File: config.mk
export PLATFORM = sky130hd
export DESIGN_NAME = line_edit_cursor_buffer_top
export DESIGN_NICKNAME = d
export VERILOG_FILES = /design/src/rtl/lecb_pkg.sv /design/src/rtl/line_edit_cursor_buffer_top.sv /design/src/rtl/lecb_store.sv /design/src/rtl/lecb_ctrl.sv
export SDC_FILE = /design/constraint.sdc
export NUM_CORES = 1
export LEC_CHECK = 0
export ABC_AREA = 0
export BUFFER_PORTS_ARGS = -buffer_cell sky130_fd_sc_hd__buf_2
export CAP_MARGIN = 20
export CELL_PAD_IN_SITES_DETAIL_PLACEMENT = 0
export CELL_PAD_IN_SITES_GLOBAL_PLACEMENT = 1
export CORE_ASPECT_RATIO = 1.4
export CORE_MARGIN = 2
export CORE_UTILIZATION = 59
export CTS_BUF_LIST = sky130_fd_sc_hd__clkbuf_2
export CTS_CLUSTER_DIAMETER = 100
export DETAILED_ROUTE_END_ITERATION = 8
export GPL_ROUTABILITY_DRIVEN = 1
export PLACE_DENSITY = 0.86
export SLEW_MARGIN = 10
export SYNTH_ARGS = -nofsm -noshare
export SYNTH_HDL_FRONTEND = slang
export SYNTH_SLANG_ARGS = --single-unit
File: constraint.sdc
create_clock -name clk -period 10.1 [get_ports clk]
set_clock_uncertainty 0.05 [all_clocks]
set_input_delay 1.01 -clock clk [delete_from_list [all_inputs] [get_ports clk]]
set_output_delay 1.01 -clock clk [all_outputs]
set_load 0.005 [all_outputs]
File: src/rtl/lecb_pkg.sv
// ----------------------------------------------------------------------------
// lecb_pkg
// Shared types and constants for the line edit cursor buffer.
// ----------------------------------------------------------------------------
package lecb_pkg;

    localparam int CAPACITY_DEF = 64;

    localparam logic [3:0] KIND_INSERT    = 4'd0;
    localparam logic [3:0] KIND_DELETE    = 4'd1;
    localparam logic [3:0] KIND_BACKSPACE = 4'd2;
    localparam logic [3:0] KIND_HOME      = 4'd3;
    localparam logic [3:0] KIND_END       = 4'd4;
    localparam logic [3:0] KIND_NEXT      = 4'd5;
    localparam logic [3:0] KIND_PREV      = 4'd6;
    localparam logic [3:0] KIND_CLEAR     = 4'd7;
    localparam logic [3:0] KIND_READ      = 4'd8;

    typedef struct packed {
        logic [3:0] kind;
        logic [7:0] char_in;
        logic [5:0] read_index;
    } cmd_t;

    typedef struct packed {
        logic [6:0] cursor_pos;
        logic [6:0] text_length;
        logic [7:0] char_out;
        logic       applied;
    } result_t;

endpackage

File: src/rtl/line_edit_cursor_buffer_top.sv
// ----------------------------------------------------------------------------
// line_edit_cursor_buffer_top
// Bounded line editor with a cursor over a text memory with one read and
// one write port.
// ----------------------------------------------------------------------------
// Takes one edit command word at a time and returns one result word per
// command. Insert, delete and backspace move the bytes behind the cursor
// one place through the text memory, one byte per cycle; the bytes moved
// are length - cursor for insert and backspace and one fewer for delete.
// A new command is taken once the previous result has been handed to the
// output register, which holds it until the sink takes it. Text bytes are
// undefined after reset until written; only bytes below the length are
// ever returned.
module line_edit_cursor_buffer_top
    import lecb_pkg::*;
#(
    parameter int CAPACITY = CAPACITY_DEF
)
(
    input  logic    clk,
    input  logic    rst_n,
    input  logic    in_valid,
    output logic    in_ready,
    input  cmd_t    in_data,
    output logic    out_valid,
    input  logic    out_ready,
    output result_t out_data
);

    localparam int ADDR_W = $clog2(CAPACITY);

    logic              done_valid;
    logic              done_ready;
    result_t           done_data;
    logic              rd_en;
    logic [ADDR_W-1:0] rd_addr;
    logic [7:0]        rd_data;
    logic              wr_en;
    logic [ADDR_W-1:0] wr_addr;
    logic [7:0]        wr_data;

    logic              out_valid_reg;
    result_t           out_data_reg;

    lecb_ctrl #(
        .CAPACITY (CAPACITY)
    ) u_ctrl (
        .clk        (clk),
        .rst_n      (rst_n),
        .in_valid   (in_valid),
        .in_ready   (in_ready),
        .in_data    (in_data),
        .done_valid (done_valid),
        .done_ready (done_ready),
        .done_data  (done_data),
        .rd_en      (rd_en),
        .rd_addr    (rd_addr),
        .rd_data    (rd_data),
        .wr_en      (wr_en),
        .wr_addr    (wr_addr),
        .wr_data    (wr_data)
    );

    lecb_store #(
        .CAPACITY (CAPACITY)
    ) u_store (
        .clk     (clk),
        .rd_en   (rd_en),
        .rd_addr (rd_addr),
        .rd_data (rd_data),
        .wr_en   (wr_en),
        .wr_addr (wr_addr),
        .wr_data (wr_data)
    );

    // output word register
    assign done_ready = !out_valid_reg || out_ready;

    always_ff @(posedge clk or negedge rst_n)
    begin
        if (!rst_n)
        begin
            out_valid_reg <= 1'b0;
        end
        else if (done_ready)
        begin
            out_valid_reg <= done_valid;
        end
    end

    always_ff @(posedge clk)
    begin
        if (done_ready && done_valid)
        begin
            out_data_reg <= done_data;
        end
    end

    assign out_valid = out_valid_reg;
    assign out_data  = out_data_reg;

endmodule

File: src/rtl/lecb_store.sv
// ----------------------------------------------------------------------------
// lecb_store
// Text memory: one write port, one read port with registered read data.
// ----------------------------------------------------------------------------
module lecb_store
    import lecb_pkg::*;
#(
    parameter int CAPACITY = CAPACITY_DEF,
    localparam int ADDR_W = $clog2(CAPACITY)
)
(
    input  logic              clk,
    input  logic              rd_en,
    input  logic [ADDR_W-1:0] rd_addr,
    output logic [7:0]        rd_data,
    input  logic              wr_en,
    input  logic [ADDR_W-1:0] wr_addr,
    input  logic [7:0]        wr_data
);

    logic [7:0] store_mem [CAPACITY];
    logic [7:0] rd_data_reg;

    always_ff @(posedge clk)
    begin
        if (wr_en)
        begin
            store_mem[wr_addr] <= wr_data;
        end
    end

    always_ff @(posedge clk)
    begin
        if (rd_en)
        begin
            rd_data_reg <= store_mem[rd_addr];
        end
    end

    assign rd_data = rd_data_reg;

endmodule

File: src/rtl/lecb_ctrl.sv
// ----------------------------------------------------------------------------
// lecb_ctrl
// Command sequencer: decodes one edit command, steps the shift pointer
// through the memory one byte per cycle, and updates cursor and length.
// ----------------------------------------------------------------------------
module lecb_ctrl
    import lecb_pkg::*;
#(
    parameter int CAPACITY = CAPACITY_DEF,
    localparam int ADDR_W = $clog2(CAPACITY),
    localparam int CNT_W  = $clog2(CAPACITY + 1)
)
(
    input  logic              clk,
    input  logic              rst_n,
    input  logic              in_valid,
    output logic              in_ready,
    input  cmd_t              in_data,
    output logic              done_valid,
    input  logic              done_ready,
    output result_t           done_data,
    output logic              rd_en,
    output logic [ADDR_W-1:0] rd_addr,
    input  logic [7:0]        rd_data,
    output logic              wr_en,
    output logic [ADDR_W-1:0] wr_addr,
    output logic [7:0]        wr_data
);

    localparam logic [2:0] ST_IDLE   = 3'd0;
    localparam logic [2:0] ST_SHIFT  = 3'd1;
    localparam logic [2:0] ST_RDWAIT = 3'd2;
    localparam logic [2:0] ST_DONE   = 3'd3;

    localparam int CMP_W = (CNT_W > 6) ? CNT_W : 6;

    logic [2:0]        state_reg, state_next;
    logic [CNT_W-1:0]  caret_reg, caret_next;
    logic [CNT_W-1:0]  fill_reg, fill_next;
    logic [3:0]        kind_reg, kind_next;
    logic [7:0]        char_reg, char_next;
    logic [CNT_W-1:0]  ptr_reg, ptr_next;
    logic [CNT_W-1:0]  left_reg, left_next;
    logic              up_reg, up_next;
    logic              wpend_reg, wpend_next;
    logic [ADDR_W-1:0] waddr_reg, waddr_next;
    logic              applied_reg, applied_next;
    logic [7:0]        char_out_reg, char_out_next;

    logic              accept;
    logic              read_ok;

    assign in_ready = (state_reg == ST_IDLE);
    assign accept   = in_valid && in_ready;
    assign read_ok  = CMP_W'(in_data.read_index) < CMP_W'(fill_reg);

    always_comb
    begin
        state_next    = state_reg;
        caret_next    = caret_reg;
        fill_next     = fill_reg;
        kind_next     = kind_reg;
        char_next     = char_reg;
        ptr_next      = ptr_reg;
        left_next     = left_reg;
        up_next       = up_reg;
        wpend_next    = wpend_reg;
        waddr_next    = waddr_reg;
        applied_next  = applied_reg;
        char_out_next = char_out_reg;
        rd_en         = 1'b0;
        rd_addr       = ADDR_W'(ptr_reg);
        wr_en         = 1'b0;
        wr_addr       = waddr_reg;
        wr_data       = rd_data;
        done_valid    = 1'b0;

        unique case (state_reg)
            ST_IDLE:
            begin
                if (accept)
                begin
                    kind_next     = in_data.kind;
                    char_next     = in_data.char_in;
                    char_out_next = 8'd0;
                    applied_next  = 1'b0;
                    wpend_next    = 1'b0;
                    state_next    = ST_DONE;
                    unique case (in_data.kind)
                        KIND_INSERT:
                        begin
                            if (fill_reg < CNT_W'(CAPACITY))
                            begin
                                // bytes from the cursor up move one place higher
                                left_next    = fill_reg - caret_reg;
                                ptr_next     = fill_reg - CNT_W'(1);
                                up_next      = 1'b1;
                                applied_next = 1'b1;
                                state_next   = ST_SHIFT;
                            end
                        end
                        KIND_DELETE:
                        begin
                            if (caret_reg < fill_reg)
                            begin
                                left_next    = fill_reg - caret_reg - CNT_W'(1);
                                ptr_next     = caret_reg + CNT_W'(1);
                                up_next      = 1'b0;
                                applied_next = 1'b1;
                                state_next   = ST_SHIFT;
                            end
                        end
                        KIND_BACKSPACE:
                        begin
                            if (caret_reg != '0)
                            begin
                                left_next    = fill_reg - caret_reg;
                                ptr_next     = caret_reg;
                                up_next      = 1'b0;
                                applied_next = 1'b1;
                                state_next   = ST_SHIFT;
                            end
                        end
                        KIND_HOME:
                        begin
                            caret_next   = '0;
                            applied_next = 1'b1;
                        end
                        KIND_END:
                        begin
                            caret_next   = fill_reg;
                            applied_next = 1'b1;
                        end
                        KIND_NEXT:
                        begin
                            if (caret_reg < fill_reg)
                            begin
                                caret_next   = caret_reg + CNT_W'(1);
                                applied_next = 1'b1;
                            end
                        end
                        KIND_PREV:
                        begin
                            if (caret_reg != '0)
                            begin
                                caret_next   = caret_reg - CNT_W'(1);
                                applied_next = 1'b1;
                            end
                        end
                        KIND_CLEAR:
                        begin
                            caret_next   = '0;
                            fill_next    = '0;
                            applied_next = 1'b1;
                        end
                        KIND_READ:
                        begin
                            if (read_ok)
                            begin
                                rd_en        = 1'b1;
                                rd_addr      = ADDR_W'(in_data.read_index);
                                applied_next = 1'b1;
                                state_next   = ST_RDWAIT;
                            end
                        end
                        default:
                        begin
                            applied_next = 1'b0;
                        end
                    endcase
                end
            end

            ST_SHIFT:
            begin
                // read one byte ahead, write it one place along in the next cycle
                if (wpend_reg)
                begin
                    wr_en   = 1'b1;
                    wr_addr = waddr_reg;
                    wr_data = rd_data;
                end
                if (left_reg != '0)
                begin
                    rd_en      = 1'b1;
                    rd_addr    = ADDR_W'(ptr_reg);
                    wpend_next = 1'b1;
                    waddr_next = up_reg ? ADDR_W'(ptr_reg + CNT_W'(1))
                                        : ADDR_W'(ptr_reg - CNT_W'(1));
                    ptr_next   = up_reg ? ptr_reg - CNT_W'(1) : ptr_reg + CNT_W'(1);
                    left_next  = left_reg - CNT_W'(1);
                end
                else
                begin
                    wpend_next = 1'b0;
                    if (!wpend_reg)
                    begin
                        state_next = ST_DONE;
                        unique case (kind_reg)
                            KIND_INSERT:
                            begin
                                wr_en      = 1'b1;
                                wr_addr    = ADDR_W'(caret_reg);
                                wr_data    = char_reg;
                                caret_next = caret_reg + CNT_W'(1);
                                fill_next  = fill_reg + CNT_W'(1);
                            end
                            KIND_DELETE:
                            begin
                                fill_next = fill_reg - CNT_W'(1);
                            end
                            KIND_BACKSPACE:
                            begin
                                caret_next = caret_reg - CNT_W'(1);
                                fill_next  = fill_reg - CNT_W'(1);
                            end
                            default:
                            begin
                                fill_next = fill_reg;
                            end
                        endcase
                    end
                end
            end

            ST_RDWAIT:
            begin
                char_out_next = rd_data;
                state_next    = ST_DONE;
            end

            ST_DONE:
            begin
                done_valid = 1'b1;
                if (done_ready)
                begin
                    state_next = ST_IDLE;
                end
            end

            default:
            begin
                state_next = ST_IDLE;
            end
        endcase
    end

    assign done_data.cursor_pos  = 7'(caret_reg);
    assign done_data.text_length = 7'(fill_reg);
    assign done_data.char_out    = char_out_reg;
    assign done_data.applied     = applied_reg;

    always_ff @(posedge clk or negedge rst_n)
    begin
        if (!rst_n)
        begin
            state_reg <= ST_IDLE;
            caret_reg <= '0;
            fill_reg  <= '0;
            left_reg  <= '0;
            wpend_reg <= 1'b0;
        end
        else
        begin
            state_reg <= state_next;
            caret_reg <= caret_next;
            fill_reg  <= fill_next;
            left_reg  <= left_next;
            wpend_reg <= wpend_next;
        end
    end

    always_ff @(posedge clk)
    begin
        kind_reg     <= kind_next;
        char_reg     <= char_next;
        ptr_reg      <= ptr_next;
        up_reg       <= up_next;
        waddr_reg    <= waddr_next;
        applied_reg  <= applied_next;
        char_out_reg <= char_out_next;
    end

    a_fill_bound: assert property (@(posedge clk) disable iff (!rst_n)
        fill_reg <= CNT_W'(CAPACITY))
        else $error("fill count above capacity");

    a_cursor_bound: assert property (@(posedge clk) disable iff (!rst_n)
        caret_reg <= fill_reg)
        else $error("cursor beyond end of text");

    a_idle_clean: assert property (@(posedge clk) disable iff (!rst_n)
        (state_reg == ST_IDLE) |-> !wpend_reg)
        else $error("write pending while idle");

    a_busy_after_accept: assert property (@(posedge clk) disable iff (!rst_n)
        accept |=> !in_ready)
        else $error("ready right after a command was taken");

    a_one_write: assert property (@(posedge clk) disable iff (!rst_n)
        (wr_en && !wpend_reg) |-> (state_reg == ST_SHIFT && kind_reg == KIND_INSERT))
        else $error("unexpected memory write");

endmodule

==> summary.md <==
| Metric | Value |
|---|---|
| Data required time at the worst endpoint | `10.91 ns` |
| Count of final hold-check violations | `0` |
| Total core area | `~43000 um^2` |
| Clock Latency Late Sink | `about 1.2 ns` |
| Static power due to leakage | `0.00970 uW` |
| Run status | `finished, final reports clean` |
| Syn_nets | `1890` |
| Port Buffers | `46` |
| I/O pins | `47` |
| Largest delay share family, worst path | `compound AO/OA/AOI/OAI gates` |
| Post-synth EDFFs | `577` |
| Internal power | `4920 uW` |
| Peak ir drop on the vdd network | `0.176 mV` |
| TritonRoute pass-1 iters | `5` |
| H-tree lvl count | `4` |
| Clock transition at the register clock pins on the worst setup and hold paths after CTS | `0.11 ns` |
| Crit path depth | `14` |
| Kind of capture point of the worst setup path | `flip-flop` |
| Netlist area before placement | `25700 um^2` |
| Worst max-slew margin expressed relative to the limit | `0.303` |
| Cells on Worst Hold Path | `3` |
| Power density cells | `286 nW/um^2` |
| Flops & latches, synth | `602` |
| Delay of the slowest cell on the worst path | `0.84 ns` |
| Async set-or-reset flop fraction in the synthesized netlist | `0.0415` |
| Primary flip-flop cell chosen by synthesis mapping | `sky130_fd_sc_hd__edfxtp_1` |
| Layout fillers | `3098` |
| Die Y | `between 200 and 300 um` |
| Fraction of power spent switching nets | `0.382` |
| Max-slew violation count | `0` |
| DRT Wirelength | `61900 um` |
| Maximum number of pins on one net before global-route repair | `85` |
| Overall track demand over capacity in global routing | `0.272` |
| Max-cap check violation count | `0` |
| CTS Buf Count | `138` |
| Clock group share of total power | `0.196` |
| Cell count after synthesis | `1842` |
| Sequential cell area fraction in the yosys report | `0.698` |
| PostCTS Resize Cnt | `0` |
| Minimum period implied by the final worst setup slack | `5.75 ns` |
| DRC violation count after routing | `0` |
| Vias in the first global route | `16100` |
| Depth of the most critical reg-to-reg path | `14` |
| Share of the clock period used by the worst path | `0.569` |
| Part of the power in registers | `0.439` |
| Global route total overflow | `0` |
| Initial Utilization | `0.597` |
| Number of buffers and inverters on the critical path | `4` |
| Routability congestion estimate from global placement | `a little over 0.9` |
| Critical path class | `reg -> reg` |
| Slowest stage cell, crit path | `sky130_fd_sc_hd__buf_4` |
| Fin cells | `2618` |
| Final layout net count | `2020` |
| Clock root cell | `sky130_fd_sc_hd__clkbuf_2` |
| Setup crit start kind | `flip-flop` |
| Worst path cell trace | `inv_1, ha_1, nand2_1, a2111oi_2, o31a_1, buf_4, mux2i_4, buf_4, mux2i_1, o22ai_1, a22o_1, a2111oi_0, buf_1, nand4_1` |
| Via count | `16300` |
| Max reg flops | `around 500` |
| Aggregate negative setup slack | `0 ns` |
| Antenna-violating nets left | `0` |
| Share of Yosys cell area claimed by the top area cell type | `0.673` |
| Number of antenna violations at the first check in global routing | `1` |
| Layout-stage area growth over the synthesis result | `8.45%` |
| Initial DRC Count | `1540` |
| Top post-synthesis cells by count | `577 x sky130_fd_sc_hd__edfxtp_1, 256 x sky130_fd_sc_hd__nand2_1, 149 x sky130_fd_sc_hd__mux2i_1` |
| Logic gate share of total power | `0.365` |
| Ys Warns | `0` |
| Leading post-synthesis cells by cell area | `sky130_fd_sc_hd__edfxtp_1 67%, sky130_fd_sc_hd__mux2i_1 5.8%, sky130_fd_sc_hd__nand2_1 3.7%` |
| Peak fanout along the critical path | `57` |
| Cell count after placement | `2370` |
| Die width | `180 um` |
| Tightest Pin Transition | `1.04 ns` |
| Placement row count | `90` |
| Overall die area | `45300 um^2` |
| Syn avg cell area | `between 10 and 15 um^2` |
| Final routed wire length divided by cell count | `around 24 um` |
| Setup-violating endpoint count in the final report | `0` |
| Post-detailed-placement half-perimeter wirelength | `39400 um` |
| Most Frequent Cell on Critical Path | `sky130_fd_sc_hd__buf_4` |
| NetSw | `3050 uW` |
| RSZ-0062 raised after global routing | `no` |
| Number of sinks driven by the clock tree | `~600` |
| Via density per instance | `6.24` |
| Wire length of the first global-routing pass | `92500 um` |
| Most common cell in the synthesized netlist | `sky130_fd_sc_hd__edfxtp_1` |
| CTS tree | `yes` |
| Cell type with the largest total area after synthesis | `sky130_fd_sc_hd__edfxtp_1` |
| Proportion of layout cells with a drive suffix above 1 | `0.165` |
| Timing-limited maximum frequency | `174 MHz` |
| Crit path arrival time | `about 6.6 ns` |
| Synth cell types | `67` |
| Path type of the worst min-delay path | `in -> reg` |
| Deepest clock path buffer count | `3` |
cell type report:
cell class / instances / area, um^2 / share of cell area
antenna: 1 / 2.50 / 0.0000897
clock buffer: 200 / 1000 / 0.0359
clock inverter: 33 / 274 / 0.00982
inverter: 33 / 124 / 0.00444
multi-input combinational: 1110 / 7260 / 0.260
sequential: 602 / 18000 / 0.643
tap: 552 / 691 / 0.0248
timing repair buffer: 87 / 601 / 0.0215
repair_timing:
action / 4_1_cts / 5_1_grt
hold buffers: 9 / 0
setup buffers: 0 / 0
endpoints found under the hold margin: 33 / 0
endpoints found under the setup margin: 0 / 0
worst register-to-register path: stages, from the launching register on:
cell	delay (ns)
sky130_fd_sc_hd__dfrtp_1	0.43
sky130_fd_sc_hd__inv_1	0.10
sky130_fd_sc_hd__ha_1	0.46
sky130_fd_sc_hd__nand2_1	0.30
sky130_fd_sc_hd__a2111oi_2	0.41
sky130_fd_sc_hd__o31a_1	0.19
sky130_fd_sc_hd__buf_4	0.33
sky130_fd_sc_hd__mux2i_4	0.74
sky130_fd_sc_hd__buf_4	0.84
sky130_fd_sc_hd__mux2i_1	0.32
sky130_fd_sc_hd__o22ai_1	0.11
sky130_fd_sc_hd__a22o_1	0.32
sky130_fd_sc_hd__a2111oi_0	0.52
sky130_fd_sc_hd__buf_1	0.24
sky130_fd_sc_hd__nand4_1	0.11
cells in the final DEF, fill, tap and decap left out, drive strengths merged, types with 6 or more instances in the layout:
cell and instances:
dlygate4sd3 9, xnor2 21, o21ai 49, nand4b 7
a22oi 21, dfrtp 25, nand3 103, buf 78
xor2 8, nor2 104, and2 13, a311oi 8
nand2b 19, a32oi 12, nand4 24, mux4 16
o31ai 6, ha 25, nand2 256, nor3 25
a222oi 8, o22ai 55, a21oi 37, and3 11
nand3b 9, clkbuf 200, mux2 13, a31oi 36
nor2b 7, inv 34, a211oi 9, a21o 6
mux2i 149, clkinv 24, edfxtp 577
path summary, 6_finish.rpt:
check | start | endpoint | slack [ns]
worst min-delay path | out_ready | out_valid | 0.11
min in group asynchronous | rst_n | u_ctrl.caret_reg[2] | 0.38
worst max-delay path | u_ctrl.state_reg[0] | u_store.rd_data[6] | 4.35
max in group asynchronous | rst_n | u_ctrl.caret_reg[6] | 9.17
worst max register to register | u_ctrl.state_reg[0] | u_store.rd_data[6] | 4.35
worst min register to register | u_ctrl.char_out_reg[4] | out_data[5] | 0.36
metrics by stage:
stage / setup slack [ns] / hold WS (ns) / power [uW] / area, um^2 / utilization
3_3_place_gp: 3.76 / 0.350 / 6330 / 26400 / 0.613
2_1_floorplan: 5.99 / 0.350 / 5450 / 25700 / -
6_report: 4.35 / 0.113 / 7970 / 27900 / 0.647
4_1_cts: 4.40 / 0.0116 / 7970 / 27800 / 0.645
5_1_grt: 4.07 / 0.0578 / 8360 / 27900 / 0.647
3_5_place_dp: 3.97 / 0.355 / 6410 / 26500 / 0.613
layer usage:
metal  share of wire  vias up  GRT usage
met1            0.36     7999      0.325
li1                -     7396          -
met5               0        -          0
met2            0.52      793      0.474
met4           0.036        0      0.128
met3           0.080      144     0.0550
kinds of logic (layout without fill, tap and decap cells):
family	count (synthesis)	in the layout	share of synthesized area
adder cells (fa/ha/maj)	26	26	0.0129
flip-flops	602	602	0.698
other	0	1	0
multiplexers	178	178	0.0777
buffers and inverters	130	353	0.0229
AO/OA/AOI/OAI	278	278	0.0722
XOR/XNOR	29	29	0.00987
AND/OR/NAND/NOR	599	599	0.107
power by group through the flow:
stage	Clock [uW]	Combinational [uW]	Sequential [uW]
final	1560	2910	3500
after global routing	1700	3140	3520
after CTS	1600	2870	3500
after detailed placement	0	2860	3550
after floorplan	0	2010	3440
after global placement	0	2780	3550
No activity file was read; power rests on OpenSTA's default activity.
